<file path="src/design/sha1_hash_engine_defines.svh">
// assertion macros shared by the sha1 hash engine rtl
// no dependencies; included by files that carry assertions
`ifndef SHA1_HASH_ENGINE_DEFINES_SVH
`define SHA1_HASH_ENGINE_DEFINES_SVH

// same-cycle implication, clocked on clk, off during rst
`define SHA1_ASSERT_IMP(label, ante, cons, msg) \
  label: assert property (@(posedge clk) disable iff (rst) (ante) |-> (cons)) \
    else $error(msg);

// next-cycle implication, clocked on clk, off during rst
`define SHA1_ASSERT_NXT(label, ante, cons, msg) \
  label: assert property (@(posedge clk) disable iff (rst) (ante) |=> (cons)) \
    else $error(msg);

`endif

</file>
<file path="src/design/sha1_pkg.sv">
// shared types, constants and round functions of the sha1 hash engine
// no dependencies; used by sha1_core and sha1_hash_engine
package sha1_pkg;

  typedef logic [4:0][31:0] digest_t;

  localparam digest_t IV = {32'hC3D2E1F0, 32'h10325476, 32'h98BADCFE,
                            32'hEFCDAB89, 32'h67452301};

  localparam logic [31:0] K0 = 32'h5A827999;
  localparam logic [31:0] K1 = 32'h6ED9EBA1;
  localparam logic [31:0] K2 = 32'h8F1BBCDC;
  localparam logic [31:0] K3 = 32'hCA62C1D6;

  localparam logic [31:0] PAD_MARK  = 32'h80000000;
  localparam logic [6:0]  ROUND_Q1   = 7'd20;
  localparam logic [6:0]  ROUND_Q2   = 7'd40;
  localparam logic [6:0]  ROUND_Q3   = 7'd60;
  localparam logic [6:0]  ROUND_LAST = 7'd79;
  localparam logic [6:0]  SCHED_LEN  = 7'd16;
  localparam logic [3:0]  LEN_SLOT   = 4'd14;
  localparam logic [3:0]  BLOCK_END  = 4'd15;
  localparam logic [2:0]  FULL_WORD  = 3'd4;
  localparam logic [2:0]  DIGEST_END = 3'd4;

  typedef struct packed {
    logic push;
    logic start;
    logic reinit;
  } core_ctrl_t;

  function automatic logic [31:0] round_f(input logic [6:0] t, input logic [31:0] b,
                                          input logic [31:0] c, input logic [31:0] d);
    logic [31:0] f;
    if (t < ROUND_Q1)      f = (b & c) | (~b & d);
    else if (t < ROUND_Q2) f = b ^ c ^ d;
    else if (t < ROUND_Q3) f = (b & c) | (b & d) | (c & d);
    else                   f = b ^ c ^ d;
    return f;
  endfunction

  function automatic logic [31:0] round_k(input logic [6:0] t);
    logic [31:0] k;
    if (t < ROUND_Q1)      k = K0;
    else if (t < ROUND_Q2) k = K1;
    else if (t < ROUND_Q3) k = K2;
    else                   k = K3;
    return k;
  endfunction

  function automatic logic [31:0] byte_mask(input logic [2:0] cnt);
    logic [31:0] m;
    case (cnt)
      3'd0:    m = 32'h00000000;
      3'd1:    m = 32'hFF000000;
      3'd2:    m = 32'hFFFF0000;
      3'd3:    m = 32'hFFFFFF00;
      default: m = 32'hFFFFFFFF;
    endcase
    return m;
  endfunction

  function automatic logic [31:0] pad_marker(input logic [2:0] cnt);
    logic [31:0] m;
    case (cnt)
      3'd0:    m = 32'h80000000;
      3'd1:    m = 32'h00800000;
      3'd2:    m = 32'h00008000;
      3'd3:    m = 32'h00000080;
      default: m = 32'h00000000;
    endcase
    return m;
  endfunction

endpackage

</file>
<file path="src/design/sha1_core.sv">
// sha1 compression: chain value, 16-word schedule shift line and one shared round unit
// depends on sha1_pkg and sha1_hash_engine_defines.svh
`include "sha1_hash_engine_defines.svh"

module sha1_core (
  input  logic                 clk,
  input  logic                 rst,
  input  sha1_pkg::core_ctrl_t ctrl,
  input  logic [31:0]          push_data,
  output logic                 done,
  output logic                 idle,
  output sha1_pkg::digest_t    digest
);

  typedef enum logic [2:0] {
    CS_IDLE  = 3'b001,
    CS_ROUND = 3'b010,
    CS_ADD   = 3'b100
  } core_state_t;

  core_state_t       state;
  logic [6:0]        round;
  sha1_pkg::digest_t chain;
  sha1_pkg::digest_t vars;
  logic [31:0]       win [16];
  logic [31:0]       w_mix;
  logic [31:0]       w_t;
  logic [31:0]       tmp;

  assign w_mix = win[13] ^ win[8] ^ win[2] ^ win[0];
  assign w_t   = (round < sha1_pkg::SCHED_LEN) ? win[0] : {w_mix[30:0], w_mix[31]};
  assign tmp   = {vars[0][26:0], vars[0][31:27]}
               + sha1_pkg::round_f(round, vars[1], vars[2], vars[3])
               + vars[4] + sha1_pkg::round_k(round) + w_t;

  assign done   = (state == CS_ADD);
  assign idle   = (state == CS_IDLE);
  assign digest = chain;

  always_ff @(posedge clk) begin
    if (rst) begin
      state <= CS_IDLE;
      round <= '0;
      chain <= sha1_pkg::IV;
    end else begin
      case (state)
        CS_IDLE: begin
          if (ctrl.start) begin
            state <= CS_ROUND;
            round <= '0;
          end
          if (ctrl.reinit) begin
            chain <= sha1_pkg::IV;
          end
        end
        CS_ROUND: begin
          round <= round + 7'd1;
          if (round == sha1_pkg::ROUND_LAST) begin
            state <= CS_ADD;
          end
        end
        CS_ADD: begin
          for (int i = 0; i < 5; i++) begin
            chain[i] <= chain[i] + vars[i];
          end
          round <= '0;
          state <= CS_IDLE;
        end
        default: state <= CS_IDLE;
      endcase
    end
  end

  // working variables and schedule shift line
  always_ff @(posedge clk) begin
    if (state == CS_IDLE && ctrl.start) begin
      vars <= chain;
    end else if (state == CS_ROUND) begin
      vars[4] <= vars[3];
      vars[3] <= vars[2];
      vars[2] <= {vars[1][1:0], vars[1][31:2]};
      vars[1] <= vars[0];
      vars[0] <= tmp;
    end
    if (ctrl.push || state == CS_ROUND) begin
      for (int i = 0; i < 15; i++) begin
        win[i] <= win[i + 1];
      end
      win[15] <= ctrl.push ? push_data : w_t;
    end
  end

  `SHA1_ASSERT_IMP(a_start_idle, ctrl.start, state == CS_IDLE, "start while busy")
  `SHA1_ASSERT_IMP(a_push_idle, ctrl.push, state == CS_IDLE, "push during rounds")
  `SHA1_ASSERT_NXT(a_last_round, state == CS_ROUND && round == sha1_pkg::ROUND_LAST,
                   state == CS_ADD, "no chain add after last round")

endmodule

</file>
<file path="src/design/sha1_hash_engine.sv">
// sha1 hash engine top level: input framing, padding sequencer and digest output buffer
// depends on sha1_pkg, sha1_core and sha1_hash_engine_defines.svh
//
// usage:
//   input stream (s_*): one 32-bit message word per request, first byte in bits 31:24,
//   with a count of valid leading bytes; s_tlast marks the final word. a final word
//   with count 0 closes the message without adding bytes (empty message if alone).
//   output stream (m_*): five requests per message, h0 first, m_tlast on h4.
//   a word that neither closes a block nor ends the message leaves the input open; the
//   16th word of a block starts 80 rounds of the single round unit plus chain add, and
//   the input stays closed until they end. closing a message pushes the padding and
//   length words one per cycle outside compressions and runs one or two more
//   compressions, then loads the digest into the output buffer.
//   the output buffer holds one digest; if the receiver stalls, the next message is
//   taken in but its digest waits until the buffer has drained.
//   reset (rst, synchronous) reloads the initial chain value, clears the length,
//   the word count and the output buffer valid state.
`include "sha1_hash_engine_defines.svh"

module sha1_hash_engine (
  input  logic        clk,
  input  logic        rst,
  input  logic        s_tvalid,
  output logic        s_tready,
  input  logic [39:0] s_tdata,   // data_word [31:0], byte_count [34:32], zero [39:35]
  input  logic        s_tlast,
  output logic        m_tvalid,
  input  logic        m_tready,
  output logic [39:0] m_tdata,   // digest_word [31:0], word_index [34:32], zero [39:35]
  output logic        m_tlast
);

  typedef enum logic [3:0] {
    S_IDLE = 4'b0001,
    S_PAD  = 4'b0010,
    S_COMP = 4'b0100,
    S_OUT  = 4'b1000
  } state_t;

  typedef enum logic [3:0] {
    PH_MARK  = 4'b0001,
    PH_ZERO  = 4'b0010,
    PH_LENLO = 4'b0100,
    PH_DONE  = 4'b1000
  } phase_t;

  state_t               state, state_next;
  phase_t               phase, phase_next;
  logic                 pad_active, pad_next;
  logic [3:0]           count;
  logic [63:0]          bit_length;
  sha1_pkg::core_ctrl_t ctrl;
  logic [31:0]          push_data;
  logic                 core_done;
  logic                 core_idle;
  sha1_pkg::digest_t    digest;
  logic                 load_out;
  logic [2:0]           in_cnt;
  logic [31:0]          in_word;
  sha1_pkg::digest_t    out_buf;
  logic [2:0]           out_idx;
  logic                 out_busy;
  logic                 in_accept;

  assign s_tready  = (state == S_IDLE);
  assign in_accept = s_tvalid && s_tready;
  assign in_cnt    = (s_tdata[34:32] > sha1_pkg::FULL_WORD) ? sha1_pkg::FULL_WORD
                                                          : s_tdata[34:32];
  assign in_word   = s_tdata[31:0] & sha1_pkg::byte_mask(in_cnt);

  always_comb begin
    ctrl       = '0;
    push_data  = in_word;
    state_next = state;
    phase_next = phase;
    pad_next   = pad_active;
    load_out   = 1'b0;
    case (state)
      S_IDLE: begin
        if (s_tvalid) begin
          ctrl.push = 1'b1;
          if (s_tlast) begin
            pad_next = 1'b1;
            if (in_cnt < sha1_pkg::FULL_WORD) begin
              push_data  = in_word | sha1_pkg::pad_marker(in_cnt);
              phase_next = PH_ZERO;
            end else begin
              phase_next = PH_MARK;
            end
          end
          if (count == sha1_pkg::BLOCK_END) state_next = S_COMP;
          else if (s_tlast)                 state_next = S_PAD;
        end
      end
      S_PAD: begin
        ctrl.push = 1'b1;
        case (phase)
          PH_MARK: begin
            push_data  = sha1_pkg::PAD_MARK;
            phase_next = PH_ZERO;
          end
          PH_ZERO: begin
            if (count == sha1_pkg::LEN_SLOT) begin
              push_data  = bit_length[63:32];
              phase_next = PH_LENLO;
            end else begin
              push_data = '0;
            end
          end
          PH_LENLO: begin
            push_data  = bit_length[31:0];
            phase_next = PH_DONE;
          end
          default: begin
            ctrl.push = 1'b0;
            push_data = '0;
          end
        endcase
        if (ctrl.push && count == sha1_pkg::BLOCK_END) state_next = S_COMP;
      end
      S_COMP: begin
        if (core_done) begin
          if (!pad_active)          state_next = S_IDLE;
          else if (phase == PH_DONE) state_next = S_OUT;
          else                       state_next = S_PAD;
        end
      end
      S_OUT: begin
        if (!out_busy) begin
          load_out    = 1'b1;
          ctrl.reinit = 1'b1;
          pad_next    = 1'b0;
          state_next  = S_IDLE;
        end
      end
      default: state_next = S_IDLE;
    endcase
    ctrl.start = ctrl.push && (count == sha1_pkg::BLOCK_END);
  end

  always_ff @(posedge clk) begin
    if (rst) begin
      state      <= S_IDLE;
      phase      <= PH_DONE;
      pad_active <= 1'b0;
      count      <= '0;
      bit_length <= '0;
      out_busy   <= 1'b0;
      out_idx    <= '0;
    end else begin
      state      <= state_next;
      phase      <= phase_next;
      pad_active <= pad_next;
      if (ctrl.push) begin
        count <= count + 4'd1;
      end
      if (load_out) begin
        bit_length <= '0;
        count      <= '0;
      end else if (in_accept) begin
        bit_length <= bit_length + {58'd0, in_cnt, 3'd0};
      end
      if (load_out) begin
        out_busy <= 1'b1;
        out_idx  <= '0;
      end else if (m_tvalid && m_tready) begin
        if (out_idx == sha1_pkg::DIGEST_END) out_busy <= 1'b0;
        out_idx <= out_idx + 3'd1;
      end
    end
  end

  always_ff @(posedge clk) begin
    if (load_out) begin
      out_buf <= digest;
    end
  end

  assign m_tvalid = out_busy;
  assign m_tdata  = {5'd0, out_idx, out_buf[out_idx]};
  assign m_tlast  = (out_idx == sha1_pkg::DIGEST_END);

  sha1_core u_core (
    .clk       (clk),
    .rst       (rst),
    .ctrl      (ctrl),
    .push_data (push_data),
    .done      (core_done),
    .idle      (core_idle),
    .digest    (digest)
  );

  `SHA1_ASSERT_IMP(a_ready_core_idle, s_tready, core_idle, "input open during compression")
  `SHA1_ASSERT_IMP(a_out_idx_range, out_busy, out_idx <= sha1_pkg::DIGEST_END,
                   "digest index out of range")
  `SHA1_ASSERT_NXT(a_last_closes, in_accept && s_tlast, state != S_IDLE,
                   "final word did not start padding")
  `SHA1_ASSERT_IMP(a_load_when_free, load_out, !out_busy && core_idle,
                   "digest loaded over busy buffer")

endmodule
</file>
<file path="config.mk">
export PLATFORM = sky130hd
export DESIGN_NAME = sha1_hash_engine
export DESIGN_NICKNAME = d
export VERILOG_FILES = /design/src/design/sha1_pkg.sv /design/src/design/sha1_core.sv /design/src/design/sha1_hash_engine.sv
export VERILOG_INCLUDE_DIRS = /design/src /design/src/design
export SDC_FILE = /design/constraint.sdc
export NUM_CORES = 2
export LEC_CHECK = 0
export BUFFER_PORTS_ARGS = -buffer_cell sky130_fd_sc_hd__buf_2
export CORE_ASPECT_RATIO = 1.1
export CORE_UTILIZATION = 45
export DETAILED_ROUTE_END_ITERATION = 8
export SETUP_SLACK_MARGIN = 0.15
export SLEW_MARGIN = 20
export SYNTH_ARGS = -nofsm -noshare
export SYNTH_HDL_FRONTEND = slang
export SYNTH_SLANG_ARGS = --single-unit
export TNS_END_PERCENT = 20
</file>
<file path="constraint.sdc">
create_clock -name clk -period 21.1 [get_ports clk]
set_clock_uncertainty 0.05 [all_clocks]
set_input_delay 4.22 -clock clk [delete_from_list [all_inputs] [get_ports clk]]
set_output_delay 4.22 -clock clk [all_outputs]
set_load 0.02 [all_outputs]
</file>
### After elaboration in Yosys (flattened, before gate mapping)

Memory sizes are Yosys's and may differ from the RTL's.
Cells that the tools add are included.

| storage, ports and cells | value |
|---|---|
| register bits | 571 |
| memory bits (writable) | 512 |
| input bits | 45 |
| output and inout port bits | 43 |
| word-level logic and storage cells | 174 |
| memories kept | 1 |

| operators by class | value |
|---|---|
| add/sub/neg operators | 13 |
| order comparisons | 7 |
| equal/unequal tests | 29 |
| multiplexer cells | 62 |
| bitwise operators | 15 |
| reductions and logical operators | 23 |

Memory list:

| memory | depth | bits a word | read ports | clocked after Yosys merged registers in | wr ports | RTL line | source |
|---|---|---|---|---|---|---|---|
| u_core.win | 16 | 32 | 16 | 0 | 16 | sha1_core.sv:25 | `logic [31:0] win [16];` |

Operator list:

| kind | number |
|---|---|
| two-way mux 32 bit | 16 |
| two-way mux 160 bit | 3 |
| case mux 160 bit (2 select lines) | 1 |
| adder 32 bit | 9 |
| case mux 32 bit (4 select lines) | 2 |
| AND 32 bit | 5 |
| XOR 32 bit | 5 |
| OR 32 bit | 4 |
| binary-select mux 32 bit (select 3 bit) | 1 |
| case mux 32 bit (3 select lines) | 1 |
| adder 64 x 6 -> 64 bit | 1 |
| case mux 32 bit (2 select lines) | 1 |
| two-way mux 4 bit | 11 |
| NOT 32 bit | 1 |
| two-way mux 31 bit | 1 |
| case mux 7 bit (3 select lines) | 1 |
| equality test 4 bit, second input constant | 4 |
| case mux 4 bit (4 select lines) | 1 |
| less-than comparator 7 x 5 -> 1 bit, second input constant | 2 |
| less-than comparator 7 x 6 -> 1 bit, second input constant | 2 |
| two-way mux 1 bit | 13 |
| case mux 4 bit (3 select lines) | 1 |
| nonzero test 2 bit | 6 |
| AND reduction 5 bit | 2 |
| other kinds (32) | 55 |

### Logic depth before layout (Yosys ltp)

| logic depth | value |
|---|---|
| word-level depth | 14 |
| depth in mapped cells | 25 |
| depth with buffers taken out | 24 |

### Modules after synthesis

A second synthesis with hierarchy kept.

| second synthesis, totals | value |
|---|---|
| cells, all modules | 4522 |
| area total of the unflattened synthesis | 52726.8 µm² |

By module, submodules not included:

| module | times used | cells each | area an instance (µm²) |
|---|---|---|---|
| sha1_core | 1 | 3612 | 42065.3 |
| sha1_hash_engine | 1 | 910 | 10661.5 |

### Least setup slack after synthesis

Ideal clock, no wire load.

| path | value |
|---|---|
| kind | flip-flop to flip-flop |
| from | reg state[3] |
| to | reg u_core.chain, in the netlist u_core.digest[40] |
| library setup time | 0.057 ns |
| arrival | 18.186 ns |
| slack | 2.807 ns |
| cell stages (with the launch flop) | 11 |
| buffers on the path | 3 |
| period minus slack after synthesis | 18.293 ns |
| cell sequence | dfxtp_1 -> buf_6 -> or2b_1 -> nor4_1 -> nand3b_1 -> a21oi_1 -> clkbuf_1 -> buf_1 -> nor2_1 -> a21oi_1 -> or2_2 |

RTL lines:

| what | RTL line | source |
|---|---|---|
| from (decl) | sha1_hash_engine.sv:47 | `state_t state, state_next;` |
| from (signal assigned) | sha1_hash_engine.sv:151 | `state <= state_next;` |
| to (signal assigned) | sha1_core.sv:44 | `chain <= sha1_pkg::IV;` |
| to (signal assigned) | sha1_core.sv:53 | `chain <= sha1_pkg::IV;` |
| to (signal, indexed assignment) | sha1_core.sv:64 | `chain[i] <= chain[i] + vars[i];` |
| to (decl) | sha1_core.sv:23 | `sha1_pkg::digest_t chain;` |

### Worst setup path after layout

| path | value |
|---|---|
| from | reg out_idx[0] |
| to | out m_tdata[17] |

| between the ends | value |
|---|---|
| cells in the longest elaborated chain, start to end | 2 |

RTL lines:

| what | RTL line | source |
|---|---|---|
| from (decl) | sha1_hash_engine.sv:61 | `logic [2:0] out_idx;` |
| from (signal assigned) | sha1_hash_engine.sv:168 | `out_idx <= out_idx + 3'd1;` |
| binary-select mux 32 bit (select 3 bit) | sha1_hash_engine.sv:180 | `assign m_tdata = {5'd0, out_idx, out_buf[out_idx]};` |
| two-way mux 32 bit (not written as such) | sha1_hash_engine.sv:180 |  |
| to (decl) | sha1_hash_engine.sv:29 | `output logic [39:0] m_tdata,` |

No other way between the ends. The select of a mux whose other input is x is not followed.

==> impl_metrics.toml <==
[clock_tree]
numClockSinks = 1080
cts_buffer_depth = 3
cts_tree = "yes"
cts_resized = 0
cts_setup_buffers = 0
clock_latency_ns = 0.76
cts_hold_buf = 0
cts-root-buf = "clkbuf_16"
cts_max_level = 3
cts.clk_slew.worst_paths_ns = 0.06
cts_made_buffers = 114

[placement]
dp_hpwl_microns = 92300
pre_cts_slack_ns = 13.31
place_inst = 5907
placed_area_sq_um = 54500
place_congestion = 0.877
io_buffers = 77

[floorplan]
rows = 130
initial_utilization = 0.456
die_w_microns = 327
dieHeight_microns = 360
boundaryPins = 88
dieArea_sq_um = 118000
core_sq_um = 115000

[setup_path]
critPathSlowestCell = "buf_4"
cp-endpoint = "m_tdata[17]"
regToRegEndpoint = "u_core.vars[30]"
arrival_ns = 3.28
crit_chain = "buf_4, mux4_2, inv_1, o21ai_0, buf_2"
r2r_cells = 23
critical_path_class = "reg -> out"
cp_slowest_stage_delay_ns = 0.61
worst_setup_path_end_kind = "output pin"
cp_data_required_time_ns = 16.83
critPathMaxFanout = 29
reg2reg_from = "u_core.round[4]"
startpoint_type = "flop"
setup.worst_path.start = "out_idx[0]"
reg2reg_slack_ns = 14.03

[logic_synthesis]
yosysWarnings = 0
async_reset_ff_frac = 0
netlist_instances = 4427
synth-edff-count = 832
synth_flop_cell = "edfxtp_1"
syn_area_sq_um = 52400
yosys.cell_types.count = 90
yosys_register_bits = 1080
avgSynthCellArea_sq_um = 11.8
seq_area_frac_synth = 0.572

[final_layout]
final_area_sq_um = 58500
final_common_cell = "edfxtp_1"
final_cell_mix = "edfxtp_1 (832), nand2_1 (601), nor2_1 (325)"
ff_latch_area_sq_um = 30000
final_cells = 6126
drive_gt1_frac = 0.0877
final_util = 0.509
fillerInstances = 10095
nets = 4903
multi_input_area_sq_um = 21000
synthToLayoutAreaGrowth_pct = 11.6

[min_path]
hold_path.class = "reg -> reg"

[global_routing]
grt_overflow = 0
grt_max_degree = 200
grt_pass1_wl_microns = 207000
grt_pass1_vias = 33005
antenna_found_initial = 3
grtUsageTotal = 0.234

[detailed_routing]
route.detailed.drc = 0
wl_per_cell_microns = 22.5
drt-initial-drc-count = 2976
drtAntennaViolNets = 0
vias = 34261
avgViaCountPerCell = 5.59
wl_microns = 138000
drtPass1Iterations = 6

[sta]
rsz0062_at_grt = "false"
setup_viol = 0
fin_crit_sh = 0.358
setup_tns_ns = 0
timing_hold_violations_final = 0
worst_slack_ns = 13.55
final_max_slew_viol_count = 0
slew_headroom = 0.209
fin_crit_ns = 7.55
fmax_mhz = 132
worst_slew_pin_slew_ns = 1.17

[power]
leakage_nw = 22.2
ir_worst_vdd_mv = 0.110
p_per_area_nw_per_um2 = 108

[flow_run]
drv_cap = 0

[run_status]
status = "finished clean"
kinds of logic after synthesis:
kind of cell	synth area share
flops	0.572
buf+inv	0.0291
fa+ha+maj	0.102
simple gates	0.113
mux	0.0159
xor+xnor	0.0528
other cells	0.0000716
compound gates	0.116
worst min-delay path by stage:
stage / cells after the start / startpoint / end
3_5_place_dp: 0 / u_core.win[11][28] / u_core.win[10][28]
6_report: 0 / u_core.win[1][14] / u_core.win[0][14]
5_1_grt: 0 / u_core.win[1][15] / u_core.win[0][15]
4_1_cts: 0 / u_core.win[1][14] / u_core.win[0][14]
3_3_place_gp: 0 / u_core.win[12][7] / u_core.win[11][7]
2_1_floorplan: 0 / u_core.win[1][0] / u_core.win[0][0]
report_power, final:
part / internal [mW] / switching (mW)
clock: 1.24 / 0.893
sequential: 2.85 / 0.148
combinational: 0.458 / 0.731
synthesized netlist by cell type (33+ instances only):
cell type    n  area, sq um
edfxtp_1   832        25000
nand2_1    604         2270
nor2_1     328         1230
dfxtp_1    248         4960
a21oi_1    233         1170
inv_1      230          863
ha_1       228         2850
xnor2_1    208         1820
o21ai_0    207         1040
clkbuf_1   129          484
fa_1       125         2500
xor2_1     108          946
a21o_1      91          683
a22oi_1     82          616
nand2b_1    75          469
nand3_1     60          300
o22ai_1     52          325
nor2b_1     45          282
nor3_1      35          175
and3_1      34          213
or3_1       33          206
critical path: cells and delay by family, from the launching register on:
kind | cells | cell delay, ns
multiplexers | 1 | 0.34
buffers and inverters | 3 | 0.95
AO/OA/AOI/OAI | 1 | 0.59
flip-flops | 1 | 0.59
layer usage:
layer	share of wire	vias to the layer above	global-route usage
met5	0	-	0
met4	0.026	0	0.0715
met3	0.048	183	0.0284
met2	0.48	869	0.382
met1	0.45	17121	0.324
li1	-	16088	-
metrics by stage:
step	total power, mW	hold slack, ns
floorplan	4.08	0.350
detailed placement	4.23	0.355
global route	6.62	0.349
CTS	6.38	0.346
finish	6.32	0.342
global placement	4.20	0.350
sequential cells by signal (all words and copies together) (netlist names):
name           flops
u_core.state       3
count              4
m_tvalid           1
pad_active         1
bit_length        61
phase              4
out_idx            3
u_core.digest    160
u_core.win       512
u_core.round       7
out_buf          160
state              4
u_core.vars      160
layout make-up:
| cell class | count | area share |
|---|---|---|
| multi-input cells | 2960 | 0.360 |
| diodes | 1 | 0.0000428 |
| flip-flops and latches | 1080 | 0.512 |
| inverters | 230 | 0.0148 |
| clock inverters | 68 | 0.0151 |
| clock buffers | 150 | 0.0531 |
| repair buffers | 119 | 0.0125 |
| well taps | 1518 | 0.0325 |
(Power assumes the default switching activity.)
